`config.mk`:
```
export PLATFORM = sky130hd
export DESIGN_NAME = unix_time_to_civil_and_iso_week
export DESIGN_NICKNAME = d
export VERILOG_FILES = /design/src/hw/rtl/u2c_pkg.sv /design/src/hw/rtl/u2c_days_to_date.sv /design/src/hw/rtl/unix_time_to_civil_and_iso_week.sv
export SDC_FILE = /design/constraint.sdc
export NUM_CORES = 2
export LEC_CHECK = 0
export BUFFER_PORTS_ARGS = -buffer_cell sky130_fd_sc_hd__buf_2
export CAP_MARGIN = 20
export CORE_MARGIN = 5
export CORE_UTILIZATION = 45
export DETAILED_ROUTE_END_ITERATION = 10
export PLACE_DENSITY_LB_ADDON = 0.1
export SLEW_MARGIN = 20
export SYNTH_ARGS = -nofsm -noshare
export SYNTH_HDL_FRONTEND = slang
export SYNTH_SLANG_ARGS = --single-unit
```
`constraint.sdc`:
```
create_clock -name clock -period 45.6 [get_ports clock]
set_input_delay 0 -clock clock [delete_from_list [all_inputs] [get_ports clock]]
set_output_delay 0 -clock clock [all_outputs]
set_load 0.01 [all_outputs]
```
`src/hw/rtl/u2c_pkg.sv`:
```
package u2c_pkg;

   // Offset added to the timestamp so that it reads as unsigned and is a
   // whole number of seconds away from the signed value (2^47 + 672).
   localparam logic [48:0] MS_ROUND   = 49'd672;
   // Seconds offset applied after the ms division: brings the day quotient
   // straight to the shifted day count (epoch shift plus twelve 400-year eras).
   localparam logic [38:0] SEC_OFFSET = 39'd72897916444;

   localparam logic [23:0] DIV_MS_8   = 24'd125;
   localparam logic [23:0] DIV_DAY    = 24'd86400;
   localparam logic [23:0] DIV_ERA    = 24'd146097;
   localparam logic [23:0] DIV_4Y     = 24'd1460;
   localparam logic [23:0] DIV_100Y   = 24'd36524;
   localparam logic [23:0] DIV_YEAR   = 24'd365;
   localparam logic [23:0] DIV_CENT   = 24'd100;
   localparam logic [23:0] DIV_MONTH5 = 24'd153;
   localparam logic [23:0] DIV_HOUR   = 24'd3600;
   localparam logic [23:0] DIV_MIN    = 24'd60;
   localparam logic [23:0] DIV_WEEK   = 24'd7;

   localparam logic [17:0] ERA_LAST_DAY = 18'd146096;
   localparam logic [14:0] YEAR_OFFSET  = 15'd4800;

   typedef struct packed {
      logic signed [13:0] year;
      logic [3:0]         month;
      logic [4:0]         day;
      logic [2:0]         weekday;
      logic [16:0]        rem;
      logic [8:0]         ordinal;
      logic               leap;
      logic               leap_prev;
   } civil_type;

   // Restoring division by a constant, up to eight quotient bits per call.
   // quo holds the remaining dividend bits at [width-1] downwards; quotient
   // bits enter at bit 0. Returns {remainder, quo}.
   function automatic logic [63:0] div_steps(input logic [23:0] rem,
                                             input logic [39:0] quo,
                                             input logic [23:0] dvs,
                                             input int unsigned width,
                                             input int unsigned steps);
      logic [24:0] t;
      logic [23:0] r;
      logic [39:0] a;
      r = rem;
      a = quo;
      for (int i = 0; i < 8; i++) begin
         if (i < steps) begin
            t = {r, a[width-1]};
            if (t >= {1'b0, dvs}) begin
               t = t - {1'b0, dvs};
               a = {a[38:0], 1'b1};
            end else begin
               a = {a[38:0], 1'b0};
            end
            r = t[23:0];
         end
      end
      return {r, a};
   endfunction

endpackage

```
`src/hw/rtl/u2c_days_to_date.sv`:
```
module u2c_days_to_date
   import u2c_pkg::*;
(
   input  logic        clock,
   input  logic        reset,
   input  logic        adv,
   input  logic        in_valid,
   input  logic [38:0] in_sec,
   output logic        out_valid,
   output civil_type   out_date
);

   function automatic logic [8:0] month_base(input logic [3:0] mp);
      logic [8:0] r;
      unique case (mp)
         4'd0:    r = 9'd0;
         4'd1:    r = 9'd31;
         4'd2:    r = 9'd61;
         4'd3:    r = 9'd92;
         4'd4:    r = 9'd122;
         4'd5:    r = 9'd153;
         4'd6:    r = 9'd184;
         4'd7:    r = 9'd214;
         4'd8:    r = 9'd245;
         4'd9:    r = 9'd275;
         4'd10:   r = 9'd306;
         4'd11:   r = 9'd337;
         default: r = 9'd0;
      endcase
      return r;
   endfunction

   // yy is the year within its 400-year cycle, 0..400
   function automatic logic leap_of(input logic [8:0] yy);
      return (yy[1:0] == 2'b00) && (yy != 9'd100) && (yy != 9'd200) && (yy != 9'd300);
   endfunction

   logic        v_ff [1:10];
   logic [16:0] dr_ff [1:3];
   logic [21:0] dq_ff [1:3];
   logic [16:0] rem_ff [4:9];
   logic [4:0]  era_ff [4:9];
   logic [2:0]  wd_ff [4:9];
   logic [17:0] doe_ff [4:7];
   logic [6:0]  q4y_ff;
   logic [2:0]  q100y_ff;
   logic        last_ff;
   logic [8:0]  yr_ff;
   logic [8:0]  ya_ff;
   logic [8:0]  yoe_ff [7:9];
   logic [8:0]  doy_ff [8:9];
   logic [3:0]  mp_ff;
   civil_type   date_ff;

   logic [63:0] d1_in, d2_in, d3_in, era_in, q4y_in, q100y_in, y6_in, y7_in, c8_in, m9_in;
   logic [2:0]  wd_in;
   logic [17:0] t_in;
   logic [17:0] doy_wide_in;
   logic [10:0] x_in;
   civil_type   date_in;

   always_comb begin
      d1_in = div_steps(24'(in_sec[38:22]), 40'(in_sec[21:0]), DIV_DAY, 22, 8);
      d2_in = div_steps(24'(dr_ff[1]), 40'(dq_ff[1]), DIV_DAY, 22, 8);
      d3_in = div_steps(24'(dr_ff[2]), 40'(dq_ff[2]), DIV_DAY, 22, 6);
      era_in = div_steps(24'(dq_ff[3][21:5]), 40'(dq_ff[3][4:0]), DIV_ERA, 5, 5);
   end

   // weekday from the shifted day count: octal digit sum gives it mod 7
   always_comb begin
      logic [23:0] zp;
      logic [5:0]  s;
      logic [3:0]  s2;
      logic [2:0]  m;
      logic [3:0]  w;
      zp = {2'b00, dq_ff[3]};
      s  = '0;
      for (int i = 0; i < 8; i++) begin
         s = s + 6'(zp[3*i +: 3]);
      end
      s2 = {1'b0, s[5:3]} + {1'b0, s[2:0]};
      if (s2 >= 4'd14) begin
         m = 3'(s2 - 4'd14);
      end else if (s2 >= 4'd7) begin
         m = 3'(s2 - 4'd7);
      end else begin
         m = s2[2:0];
      end
      w = {1'b0, m} + 4'd2;
      wd_in = (w >= 4'd7) ? 3'(w - 4'd7) : w[2:0];
   end

   always_comb begin
      q4y_in   = div_steps(24'(doe_ff[4][17:7]), 40'(doe_ff[4][6:0]), DIV_4Y, 7, 7);
      q100y_in = div_steps(24'(doe_ff[4][17:3]), 40'(doe_ff[4][2:0]), DIV_100Y, 3, 3);
      t_in     = doe_ff[5] - 18'(q4y_ff) + 18'(q100y_ff) - 18'(last_ff);
      y6_in    = div_steps(24'(t_in[17:9]), 40'(t_in[8:0]), DIV_YEAR, 9, 5);
      y7_in    = div_steps(24'(yr_ff), 40'(ya_ff), DIV_YEAR, 9, 4);
      c8_in    = div_steps(24'(yoe_ff[7][8:2]), 40'(yoe_ff[7][1:0]), DIV_CENT, 2, 2);
      doy_wide_in = doe_ff[7] - (18'(yoe_ff[7]) * 18'd365 + 18'(yoe_ff[7][8:2])
                    - 18'(c8_in[1:0]));
      x_in     = 11'(doy_ff[8]) * 11'd5 + 11'd2;
      m9_in    = div_steps(24'(x_in[10:4]), 40'(x_in[3:0]), DIV_MONTH5, 4, 4);
   end

   always_comb begin
      logic        jan_feb;
      logic [8:0]  yy;
      logic [8:0]  yy_prev;
      logic [14:0] y15;
      jan_feb = (mp_ff >= 4'd10);
      yy      = yoe_ff[9] + 9'(jan_feb);
      yy_prev = (yy == 9'd0) ? 9'd399 : yy - 9'd1;
      y15     = 15'(yoe_ff[9]) + 15'(era_ff[9]) * 15'd400 + 15'(jan_feb) - YEAR_OFFSET;
      date_in.year      = y15[13:0];
      date_in.month     = jan_feb ? mp_ff - 4'd9 : mp_ff + 4'd3;
      date_in.day       = 5'(doy_ff[9] - month_base(mp_ff) + 9'd1);
      date_in.weekday   = wd_ff[9];
      date_in.rem       = rem_ff[9];
      date_in.leap      = leap_of(yy);
      date_in.leap_prev = leap_of(yy_prev);
      date_in.ordinal   = jan_feb ? doy_ff[9] - 9'd305
                                  : doy_ff[9] + 9'd60 + 9'(leap_of(yy));
   end

   always_ff @(posedge clock) begin
      if (reset) begin
         for (int k = 1; k <= 10; k++) begin
            v_ff[k] <= 1'b0;
         end
      end else if (adv) begin
         v_ff[1] <= in_valid;
         for (int k = 2; k <= 10; k++) begin
            v_ff[k] <= v_ff[k-1];
         end
      end
   end

   always_ff @(posedge clock) begin
      if (adv) begin
         dr_ff[1] <= d1_in[40 +: 17];
         dq_ff[1] <= d1_in[21:0];
         dr_ff[2] <= d2_in[40 +: 17];
         dq_ff[2] <= d2_in[21:0];
         dr_ff[3] <= d3_in[40 +: 17];
         dq_ff[3] <= d3_in[21:0];
         rem_ff[4] <= dr_ff[3];
         era_ff[4] <= era_in[4:0];
         wd_ff[4]  <= wd_in;
         doe_ff[4] <= era_in[40 +: 18];
         for (int k = 5; k <= 9; k++) begin
            rem_ff[k] <= rem_ff[k-1];
            era_ff[k] <= era_ff[k-1];
            wd_ff[k]  <= wd_ff[k-1];
         end
         for (int k = 5; k <= 7; k++) begin
            doe_ff[k] <= doe_ff[k-1];
         end
         q4y_ff   <= q4y_in[6:0];
         q100y_ff <= q100y_in[2:0];
         last_ff  <= (doe_ff[4] == ERA_LAST_DAY);
         yr_ff    <= y6_in[40 +: 9];
         ya_ff    <= y6_in[8:0];
         yoe_ff[7] <= y7_in[8:0];
         yoe_ff[8] <= yoe_ff[7];
         yoe_ff[9] <= yoe_ff[8];
         doy_ff[8] <= doy_wide_in[8:0];
         doy_ff[9] <= doy_ff[8];
         mp_ff    <= m9_in[3:0];
         date_ff  <= date_in;
      end
   end

   assign out_valid = v_ff[10];
   assign out_date  = date_ff;

endmodule

```
`src/hw/rtl/unix_time_to_civil_and_iso_week.sv`:
```
// Unix millisecond timestamp to local calendar date and time, plus the
// ISO-8601 week date of the UTC day.
// Request channel: req_valid / req_stall with req_unix_ms; a transfer takes
// place at a clock edge with req_valid high and req_stall low.
// Response channel: rsp_valid / rsp_stall with the ten result fields; one
// response per request, in order.
// Time-zone offset in minutes is written through csr_write_enable and
// csr_write_data; the user must write it only while the block is idle, as
// the block does not enforce this. It shifts the local fields only.
// Throughput: one item per cycle while the response is not stalled; a
// 19-stage pipeline of restoring constant-divisor steps (ms to s, s to day,
// day to 400-year era, era to year, month, hour and minute) sets the depth.
// A stalled response freezes the whole pipeline and raises req_stall in the
// same cycle; nothing is dropped or repeated.
// Reset (synchronous, active high) empties the pipeline and sets the offset
// to zero.
module unix_time_to_civil_and_iso_week
   import u2c_pkg::*;
(
   input  logic               clock,
   input  logic               reset,
   input  logic               req_valid,
   output logic               req_stall,
   input  logic signed [47:0] req_unix_ms,
   output logic               rsp_valid,
   input  logic               rsp_stall,
   output logic signed [13:0] rsp_year,
   output logic [3:0]         rsp_month,
   output logic [4:0]         rsp_day_of_month,
   output logic [2:0]         rsp_weekday,
   output logic [4:0]         rsp_hour,
   output logic [5:0]         rsp_minute,
   output logic [5:0]         rsp_second,
   output logic signed [13:0] rsp_wk_year,
   output logic [5:0]         rsp_wk_num,
   output logic [2:0]         rsp_wk_day,
   input  logic               csr_write_enable,
   input  logic signed [10:0] csr_write_data
);

   logic signed [10:0] tz_ff;
   logic               adv;

   logic        ms_v_ff [0:5];
   logic [6:0]  ms_r_ff [0:5];
   logic [38:0] ms_q_ff [0:5];
   logic        sec_v_ff;
   logic [38:0] utc_sec_ff;
   logic [38:0] loc_sec_ff;

   logic        loc_v;
   civil_type   loc_date;
   civil_type   utc_date;

   logic               f1_v_ff;
   logic [4:0]         f1_hour_ff;
   logic [11:0]        f1_rhour_ff;
   logic signed [13:0] f1_year_ff;
   logic [3:0]         f1_month_ff;
   logic [4:0]         f1_day_ff;
   logic [2:0]         f1_wd_ff;
   logic [5:0]         f1_week_ff;
   logic signed [13:0] f1_uyear_ff;
   logic [2:0]         f1_iwd_ff;
   logic [8:0]         f1_uord_ff;
   logic               f1_uleap_ff;
   logic               f1_uleap_prev_ff;

   logic               rsp_valid_ff;
   logic signed [13:0] rsp_year_ff;
   logic [3:0]         rsp_month_ff;
   logic [4:0]         rsp_day_ff;
   logic [2:0]         rsp_weekday_ff;
   logic [4:0]         rsp_hour_ff;
   logic [5:0]         rsp_minute_ff;
   logic [5:0]         rsp_second_ff;
   logic signed [13:0] rsp_wk_year_ff;
   logic [5:0]         rsp_wk_num_ff;
   logic [2:0]         rsp_wk_day_ff;

   logic [48:0]        ms_biased_in;
   logic [63:0]        ms_div_in [1:5];
   logic signed [16:0] tz_sec_in;
   logic [38:0]        utc_sec_in;
   logic [63:0]        hour_in;
   logic [2:0]         iwd_in;
   logic [8:0]         week_x_in;
   logic [63:0]        week_in;
   logic [63:0]        min_in;
   logic signed [13:0] wk_year_in;
   logic [5:0]         wk_num_in;

   assign adv       = !(rsp_valid_ff && rsp_stall);
   assign req_stall = !adv;

   always_ff @(posedge clock) begin
      if (reset) begin
         tz_ff <= '0;
      end else if (csr_write_enable) begin
         tz_ff <= csr_write_data;
      end
   end

   // ms / 1000 as (ms / 8) / 125 on the offset value
   assign ms_biased_in = 49'({~req_unix_ms[47], req_unix_ms[46:0]}) + MS_ROUND;

   for (genvar k = 1; k <= 5; k++) begin : g_ms_div
      localparam int unsigned NSTEP = (k == 5) ? 7 : 8;
      assign ms_div_in[k] = div_steps(24'(ms_r_ff[k-1]), 40'(ms_q_ff[k-1]), DIV_MS_8,
                                      39, NSTEP);
   end

   assign tz_sec_in  = 17'(tz_ff * 7'sd60);
   assign utc_sec_in = ms_q_ff[5] + SEC_OFFSET;

   always_ff @(posedge clock) begin
      if (reset) begin
         for (int k = 0; k <= 5; k++) begin
            ms_v_ff[k] <= 1'b0;
         end
         sec_v_ff     <= 1'b0;
         f1_v_ff      <= 1'b0;
         rsp_valid_ff <= 1'b0;
      end else if (adv) begin
         ms_v_ff[0] <= req_valid;
         for (int k = 1; k <= 5; k++) begin
            ms_v_ff[k] <= ms_v_ff[k-1];
         end
         sec_v_ff     <= ms_v_ff[5];
         f1_v_ff      <= loc_v;
         rsp_valid_ff <= f1_v_ff;
      end
   end

   always_ff @(posedge clock) begin
      if (adv) begin
         ms_r_ff[0] <= ms_biased_in[48:42];
         ms_q_ff[0] <= ms_biased_in[41:3];
         for (int k = 1; k <= 5; k++) begin
            ms_r_ff[k] <= ms_div_in[k][40 +: 7];
            ms_q_ff[k] <= ms_div_in[k][38:0];
         end
         utc_sec_ff <= utc_sec_in;
         loc_sec_ff <= utc_sec_in + 39'(tz_sec_in);
      end
   end

   u2c_days_to_date u_loc (
      .clock     (clock),
      .reset     (reset),
      .adv       (adv),
      .in_valid  (sec_v_ff),
      .in_sec    (loc_sec_ff),
      .out_valid (loc_v),
      .out_date  (loc_date)
   );

   u2c_days_to_date u_utc (
      .clock     (clock),
      .reset     (reset),
      .adv       (adv),
      .in_valid  (sec_v_ff),
      .in_sec    (utc_sec_ff),
      .out_valid (),
      .out_date  (utc_date)
   );

   always_comb begin
      hour_in   = div_steps(24'(loc_date.rem[16:5]), 40'(loc_date.rem[4:0]), DIV_HOUR, 5, 5);
      iwd_in    = utc_date.weekday + 3'd1;
      week_x_in = utc_date.ordinal - 9'(iwd_in) + 9'd10;
      week_in   = div_steps(24'(week_x_in[8:6]), 40'(week_x_in[5:0]), DIV_WEEK, 6, 6);
      min_in    = div_steps(24'(f1_rhour_ff[11:6]), 40'(f1_rhour_ff[5:0]), DIV_MIN, 6, 6);
   end

   // week 0 belongs to the last week of the previous ISO year; week 53 may
   // belong to week 1 of the next
   always_comb begin
      logic [2:0] wd31;
      logic [9:0] ndays;
      wd31  = f1_iwd_ff - f1_uord_ff[2:0];
      ndays = f1_uleap_ff ? 10'd366 : 10'd365;
      wk_year_in = f1_uyear_ff;
      wk_num_in  = f1_week_ff;
      if (f1_week_ff == 6'd0) begin
         wk_year_in = f1_uyear_ff - 14'sd1;
         wk_num_in  = ((wd31 == 3'd4) || (f1_uleap_prev_ff && (wd31 == 3'd5))) ? 6'd53
                                                                                : 6'd52;
      end else if (f1_week_ff > 6'd52) begin
         if ((ndays + 10'(f1_iwd_ff) - 10'(f1_uord_ff)) < 10'd4) begin
            wk_year_in = f1_uyear_ff + 14'sd1;
            wk_num_in  = 6'd1;
         end
      end
   end

   always_ff @(posedge clock) begin
      if (adv) begin
         f1_hour_ff       <= hour_in[4:0];
         f1_rhour_ff      <= hour_in[40 +: 12];
         f1_year_ff       <= loc_date.year;
         f1_month_ff      <= loc_date.month;
         f1_day_ff        <= loc_date.day;
         f1_wd_ff         <= loc_date.weekday;
         f1_week_ff       <= week_in[5:0];
         f1_uyear_ff      <= utc_date.year;
         f1_iwd_ff        <= iwd_in;
         f1_uord_ff       <= utc_date.ordinal;
         f1_uleap_ff      <= utc_date.leap;
         f1_uleap_prev_ff <= utc_date.leap_prev;

         rsp_year_ff    <= f1_year_ff;
         rsp_month_ff   <= f1_month_ff;
         rsp_day_ff     <= f1_day_ff;
         rsp_weekday_ff <= f1_wd_ff;
         rsp_hour_ff    <= f1_hour_ff;
         rsp_minute_ff  <= min_in[5:0];
         rsp_second_ff  <= min_in[40 +: 6];
         rsp_wk_year_ff <= wk_year_in;
         rsp_wk_num_ff  <= wk_num_in;
         rsp_wk_day_ff  <= f1_iwd_ff;
      end
   end

   assign rsp_valid        = rsp_valid_ff;
   assign rsp_year         = rsp_year_ff;
   assign rsp_month        = rsp_month_ff;
   assign rsp_day_of_month = rsp_day_ff;
   assign rsp_weekday      = rsp_weekday_ff;
   assign rsp_hour         = rsp_hour_ff;
   assign rsp_minute       = rsp_minute_ff;
   assign rsp_second       = rsp_second_ff;
   assign rsp_wk_year      = rsp_wk_year_ff;
   assign rsp_wk_num       = rsp_wk_num_ff;
   assign rsp_wk_day       = rsp_wk_day_ff;

endmodule
```
* After elaboration in Yosys (flattened, before gate mapping) *
Memory sizes are Yosys's and may differ from the RTL's. A register that Yosys moved wholly into a read port is not among the register bits.
Cells that the tools add are included.

word-level totals
  memory bits (writable) = 958
  output and inout port bits = 68
  input port bits = 64
  logic and storage cells = 848
  ROM bits = 144
  memories kept = 20
  bits in registers = 347

memory list
  memory            words  width  rd ports  clocked after Yosys merged registers in  write ports  line                                   text
  ms_q_ff           6      39     6         0                                        6            unix_time_to_civil_and_iso_week.sv:46  logic [38:0] ms_q_ff [0:5];
  (no name shown)   16     9      1         1                                        0            u2c_days_to_date.sv:15                 unique case (mp)
  u_loc.rem_ff      6      17     6         1                                        6            u2c_days_to_date.sv:41                 logic [16:0] rem_ff [4:9];
  u_loc.doe_ff      4      18     4         0                                        4            u2c_days_to_date.sv:44                 logic [17:0] doe_ff [4:7];
  u_utc.doe_ff      4      18     4         0                                        4            u2c_days_to_date.sv:44
  u_loc.dq_ff       3      22     3         0                                        3            u2c_days_to_date.sv:40                 logic [21:0] dq_ff [1:3];
  14 more memories  -      -      -         -                                        -            -

cells by class
  equal/unequal tests = 10
  bitwise operators = 17
  add/subtract/negate cells = 213
  reduce and logical (&&, ||, !) cells = 18
  $mul = 7
  magnitude comparators = 170
  multiplexer cells = 348

operators with widths
  kind                      count
  $mux W24                  132
  $ge A25 B17 Y1 const B    38
  $ge A25 B7 Y1 const B     36
  $sub A24 B17 Y24 const B  32
  $sub A24 B7 Y24 const B   29
  $ge A25 B9 Y1 const B     14
  $ge A25 B11 Y1 const B    12
  $sub A24 B11 Y24 const B  10
  $sub A24 B9 Y24 const B   10
  $ge A25 B18 Y1 const B    8
  $mux W1                   182
  $ge A25 B8 Y1 const B     6
  $sub A24 B18 Y24 const B  6
  $ge A25 B3 Y1 const B     5
  $ge A25 B6 Y1 const B     5
  $sub A18 B17 Y19 const B  6
  $ge A18 B17 Y1 const B    6
  $mux W17                  6
  $sub A17 B17 Y17 const B  6
  $ge A25 B12 Y1 const B    4
  $ge A25 B16 Y1 const B    4
  $sub A24 B3 Y24 const B   4
  $sub A24 B6 Y24 const B   4
  $sub A24 B8 Y24 const B   4
  other kinds (87)          214

* Longest topological paths before layout *
An unclocked memory read counts as a cell.

  depth after elaboration = 17
  mapped depth = 63

* Modules after synthesis *
From an unflattened synthesis, not the netlist that was laid out.

second synthesis, totals
  cells, all modules = 14,203
  area, all modules = 128,201.7 µm²

by module, submodules not included
  module                           area an instance (µm²)  instances  cells each  sequential area each (µm²)
  u2c_days_to_date (u_loc)         43,284.0                1          4,850       14,003.4
  unix_time_to_civil_and_iso_week  42,652.2                1          4,597       15,114.5
  u2c_days_to_date (u_utc)         42,265.5                1          4,756       14,003.4

* Worst setup path before layout *
No wires, ideal clock.

  path type = register to register
  start point = register rsp_valid_ff, in the netlist rsp_valid
  end point = memory ms_v_ff[0], enable pin
  period minus slack after synthesis = 39.197 ns
  stages on the path, launching flop included = 4
  setup slack = 6.403 ns
  arrival time = 38.779 ns
  required time = 45.183 ns
  setup time = 0.417 ns
  cells stage by stage = dfxtp_1 > nand2_1 > clkinv_1 > nand2b_1

RTL lines
  what                    line                                    text
  from (decl)             unix_time_to_civil_and_iso_week.sv:69   logic rsp_valid_ff;
  from (signal assigned)  unix_time_to_civil_and_iso_week.sv:131  rsp_valid_ff <= f1_v_ff;
  to (decl)               unix_time_to_civil_and_iso_week.sv:44   logic ms_v_ff [0:5];

==> impl_results.md <==
* Final Hold Fails at 0
* Synth Area in Simple Gates at 20.4%
* Drt initial violations at 7332
* Layout Skew at 70.4 ps
* Core area at 265000 um2
* Rows at 189
* Post-Syn Instances at 13.7k
* GRT Util Overall at 21.1%
* Worst r2r src: u_loc.dr_ff[0][19]$_DFFE_PN_
* Status: finished clean
* Vias in the first global route at 99.4k
* Async SR Flop Fraction at 0%
* Crit-path max cell delay at 770 ps
* I/O Buffers at 128
* Worst slew pin tran at 1170 ps
* Worst Path Arrival at 17280 ps
* Die width at 525 um
* Final setup viols at 0
* Final HPWL DP at 237000 um
* Fmax at 59.7 MHz
* Most frequent cells in the layout: 1245 x edfxtp_1, 1167 x nor2_1, 1100 x nand2_1
* Adder-cell share of the synthesized area at 8.23%
* Most frequent CP cell: xnor2_1
* RSZ-0062 raised after global routing: false
* CP max-delay cell: nor4_1
* Largest net degree at the start of global routing at 193
* CTS max path bufs at 4
* Yosys top cell area share at 31.3%
* Antenna-violating nets left at 0
* Clk slew on worst S/H paths at 60 ps
* Mapped Area at 120000 um2
* Skew-Pair Late Insertion Delay at 840 ps
* Worst slew margin at 21.0%
* Worst hold path stage count at 3
* Worst Hold Launch: req_valid
* Setup total negative slack at 0 ps
* Post-synthesis xor/xnor area fraction at 10.7%
* Worst EP required at 46140 ps
* Ranking of synthesized cells by area: edfxtp_1 31%, xnor2_1 7.5%, ha_1 6.5%
* Share of cells above drive strength 1 at 6.84%
* CTS tree: done
* Initial antenna violation count at 2
* Initial core utilization at 45.1%
* Distinct cells, synth at 151
* Slew Limit Fails at 0
* Fill cells at 25.0k
* Seq cells post-synth at 1264
* Grt ovf at 0
* Compound-cell area share of the yosys netlist at 22.2%
* Post-layout min period at 16740 ps
* Family with the most delay on the worst path: compound AO/OA/AOI/OAI gates
* Largest family of logic cells by synthesized area: compound AO/OA/AOI/OAI gates
* Worst min path class: primary input to flop
* CP Capture Type: flop
* DRT Pass-1 Iters at 6
* Leading area contributor after synthesis: edfxtp_1
* DIE AREA at 276000 um2
* Top_reg_cell synth: edfxtp_1
* Slack of the worst reg-to-reg path at 28860 ps
* Critical Path Fanout Max at 24
* Seq/Total Area, Yosys at 31.6%
* Post-synthesis mux area share at 2.69%
* Crit path buf inv count at 3
* Vias post-DR at 104k
* Ys Warns at 0
* Max-cap violations at 0
* Commonest non-fill, non-tap cell in the layout: edfxtp_1
* Hold path endpoint: ms_v_ff[0]$_SDFFCE_PN0P_
* Fin nets at 14.6k
* Tcrit/Tclk final at 36.7%
* Crit path kind: flop to flop
* GP Congestion at 0.901
* CTS buffer count at 157
* Sink Count at 1264
* Layout area overhead at 9.11%
* Number of flops mapped to enable cells by yosys at 1245
* Io pins at 132
* Final WL at 309000 um
* CTS HTree Levels at 4
* Reg2Reg Depth at 49
* Via-to-Cell Ratio at 5.97
* First-pass GRT wire length at 505000 um
* # DRC at 0
* Root buffer cell: clkbuf_16
* Syn_area_per_cell at 8.73 um2
* Reg2reg end: u_loc.dr_ff[0][48]$_DFFE_PN_
* Die Span Y at 525 um
* CP Launch Type: flop
* Wire per inst at 17.6 um
==> cell type report <==
class / instances / area [um2] / share of cell area [%]
inverter: 923 / 3460 / 2.66
timing repair buffer: 359 / 2800 / 2.15
multi-input combinational: 11100 / 76700 / 58.8
tap: 3533 / 4420 / 3.39
sequential: 1264 / 37800 / 29.0
antenna: 2 / 5.00 / 0.00384
clock buffer: 173 / 4030 / 3.09
clock inverter: 114 / 1200 / 0.917
==> flip-flops by register name (all words and copies together), names as in the netlist, 27 cells and up, named ones only <==
register / cells
ms_q_ff: 234
u_loc.dr_ff: 51
ms_r_ff: 35
u_utc.out_date: 28
u_loc.rem_ff: 102
u_utc.yoe_ff: 27
u_utc.era_ff: 30
u_utc.dr_ff: 34
u_utc.dq_ff: 62
u_loc.dq_ff: 66
loc_sec_ff: 37
u_loc.era_ff: 30
u_loc.doe_ff: 54
u_utc.doe_ff: 54
u_loc.yoe_ff: 27
utc_sec_ff: 39
u_loc.out_date: 43
==> timing repair <==
item / CTS / global route
gates resized for setup: 0 / 0
setup buffers: 0 / 0
hold buffers: 160 / 0
hold endpoints to repair: 100 / 0
==> cells in the mapped netlist, types with 135 or more instances <==
| master | count |
|---|---|
| edfxtp_1 | 1245 |
| nor2_1 | 1167 |
| nand2_1 | 1101 |
| xnor2_1 | 1019 |
| inv_1 | 889 |
| a21oi_1 | 808 |
| o21ai_0 | 696 |
| ha_1 | 620 |
| nor3_1 | 435 |
| xor2_1 | 423 |
| nand3_1 | 383 |
| clkbuf_1 | 278 |
| a31oi_1 | 231 |
| and2_1 | 214 |
| mux2i_1 | 203 |
| a21o_1 | 177 |
| nand4_1 | 167 |
| nand2b_1 | 166 |
| and3_1 | 165 |
| or3_1 | 162 |
| a211oi_1 | 156 |
| o21a_1 | 150 |
| nor4_1 | 149 |
| nor2b_1 | 141 |
| o211ai_1 | 139 |
| or2_2 | 135 |
==> stage by stage <==
step / instance area (um2) / worst slack (ps) / instances / utilization [%] / hold slack, ps
finish: 130000 / 28860 / 17500 / 49.2 / 96.8
global route: 130000 / 27890 / 17500 / 49.2 / 57.0
CTS: 130000 / 29170 / 17500 / 49.2 / 0.784
detailed placement: 124000 / 29210 / 17000 / 46.7 / 183
global placement: 124000 / 29460 / 17000 / 46.7 / 177
floorplan: 120000 / 6400 / 13700 / - / 69.1
==> cell families (layout without fill, tap and decap cells) <==
| kind of cell | after synthesis | count (layout) |
|---|---|---|
| simple gates | 4802 | 4802 |
| compound gates | 3839 | 3839 |
| xor+xnor | 1449 | 1449 |
| buf+inv | 1309 | 1569 |
| flops | 1264 | 1264 |
| fa+ha+maj | 724 | 724 |
| mux | 305 | 305 |
| other cells | 1 | 7 |
==> how the worst max path moves through the flow <==
stage                                      start                      endpoint  slack (ps)  cells past startpoint
floorplan                 rsp_valid$_SDFFE_PP0N_      ms_v_ff[0]$_SDFFCE_PN0P_        6400                      3
finish              u_loc.dr_ff[0][19]$_DFFE_PN_  u_loc.dr_ff[0][48]$_DFFE_PN_       28860                     49
detailed placement  u_loc.dr_ff[0][19]$_DFFE_PN_  u_loc.dr_ff[0][48]$_DFFE_PN_       29210                     50
CTS                 u_loc.dr_ff[0][19]$_DFFE_PN_  u_loc.dr_ff[0][48]$_DFFE_PN_       29170                     50
global route        u_loc.dr_ff[0][19]$_DFFE_PN_  u_loc.dr_ff[0][48]$_DFFE_PN_       27890                     48
global placement    u_loc.dr_ff[0][19]$_DFFE_PN_  u_loc.dr_ff[0][48]$_DFFE_PN_       29460                     50
==> tightest hold or removal path, delay by kind of cell <==
family / cells / cell delay, ps
buf+inv: 2 / 680
simple gates: 1 / 140
==> routing by layer <==
metal  GRT usage [%]  part of all wire [%]
met5               0                     0
met4            5.26                   2.3
met3            2.12                   4.2
met2            36.3                    48
met1            28.6                    46
Power is not shown: default switching activity piles up to over one toggle a cycle in this logic, so the estimate is an artifact.
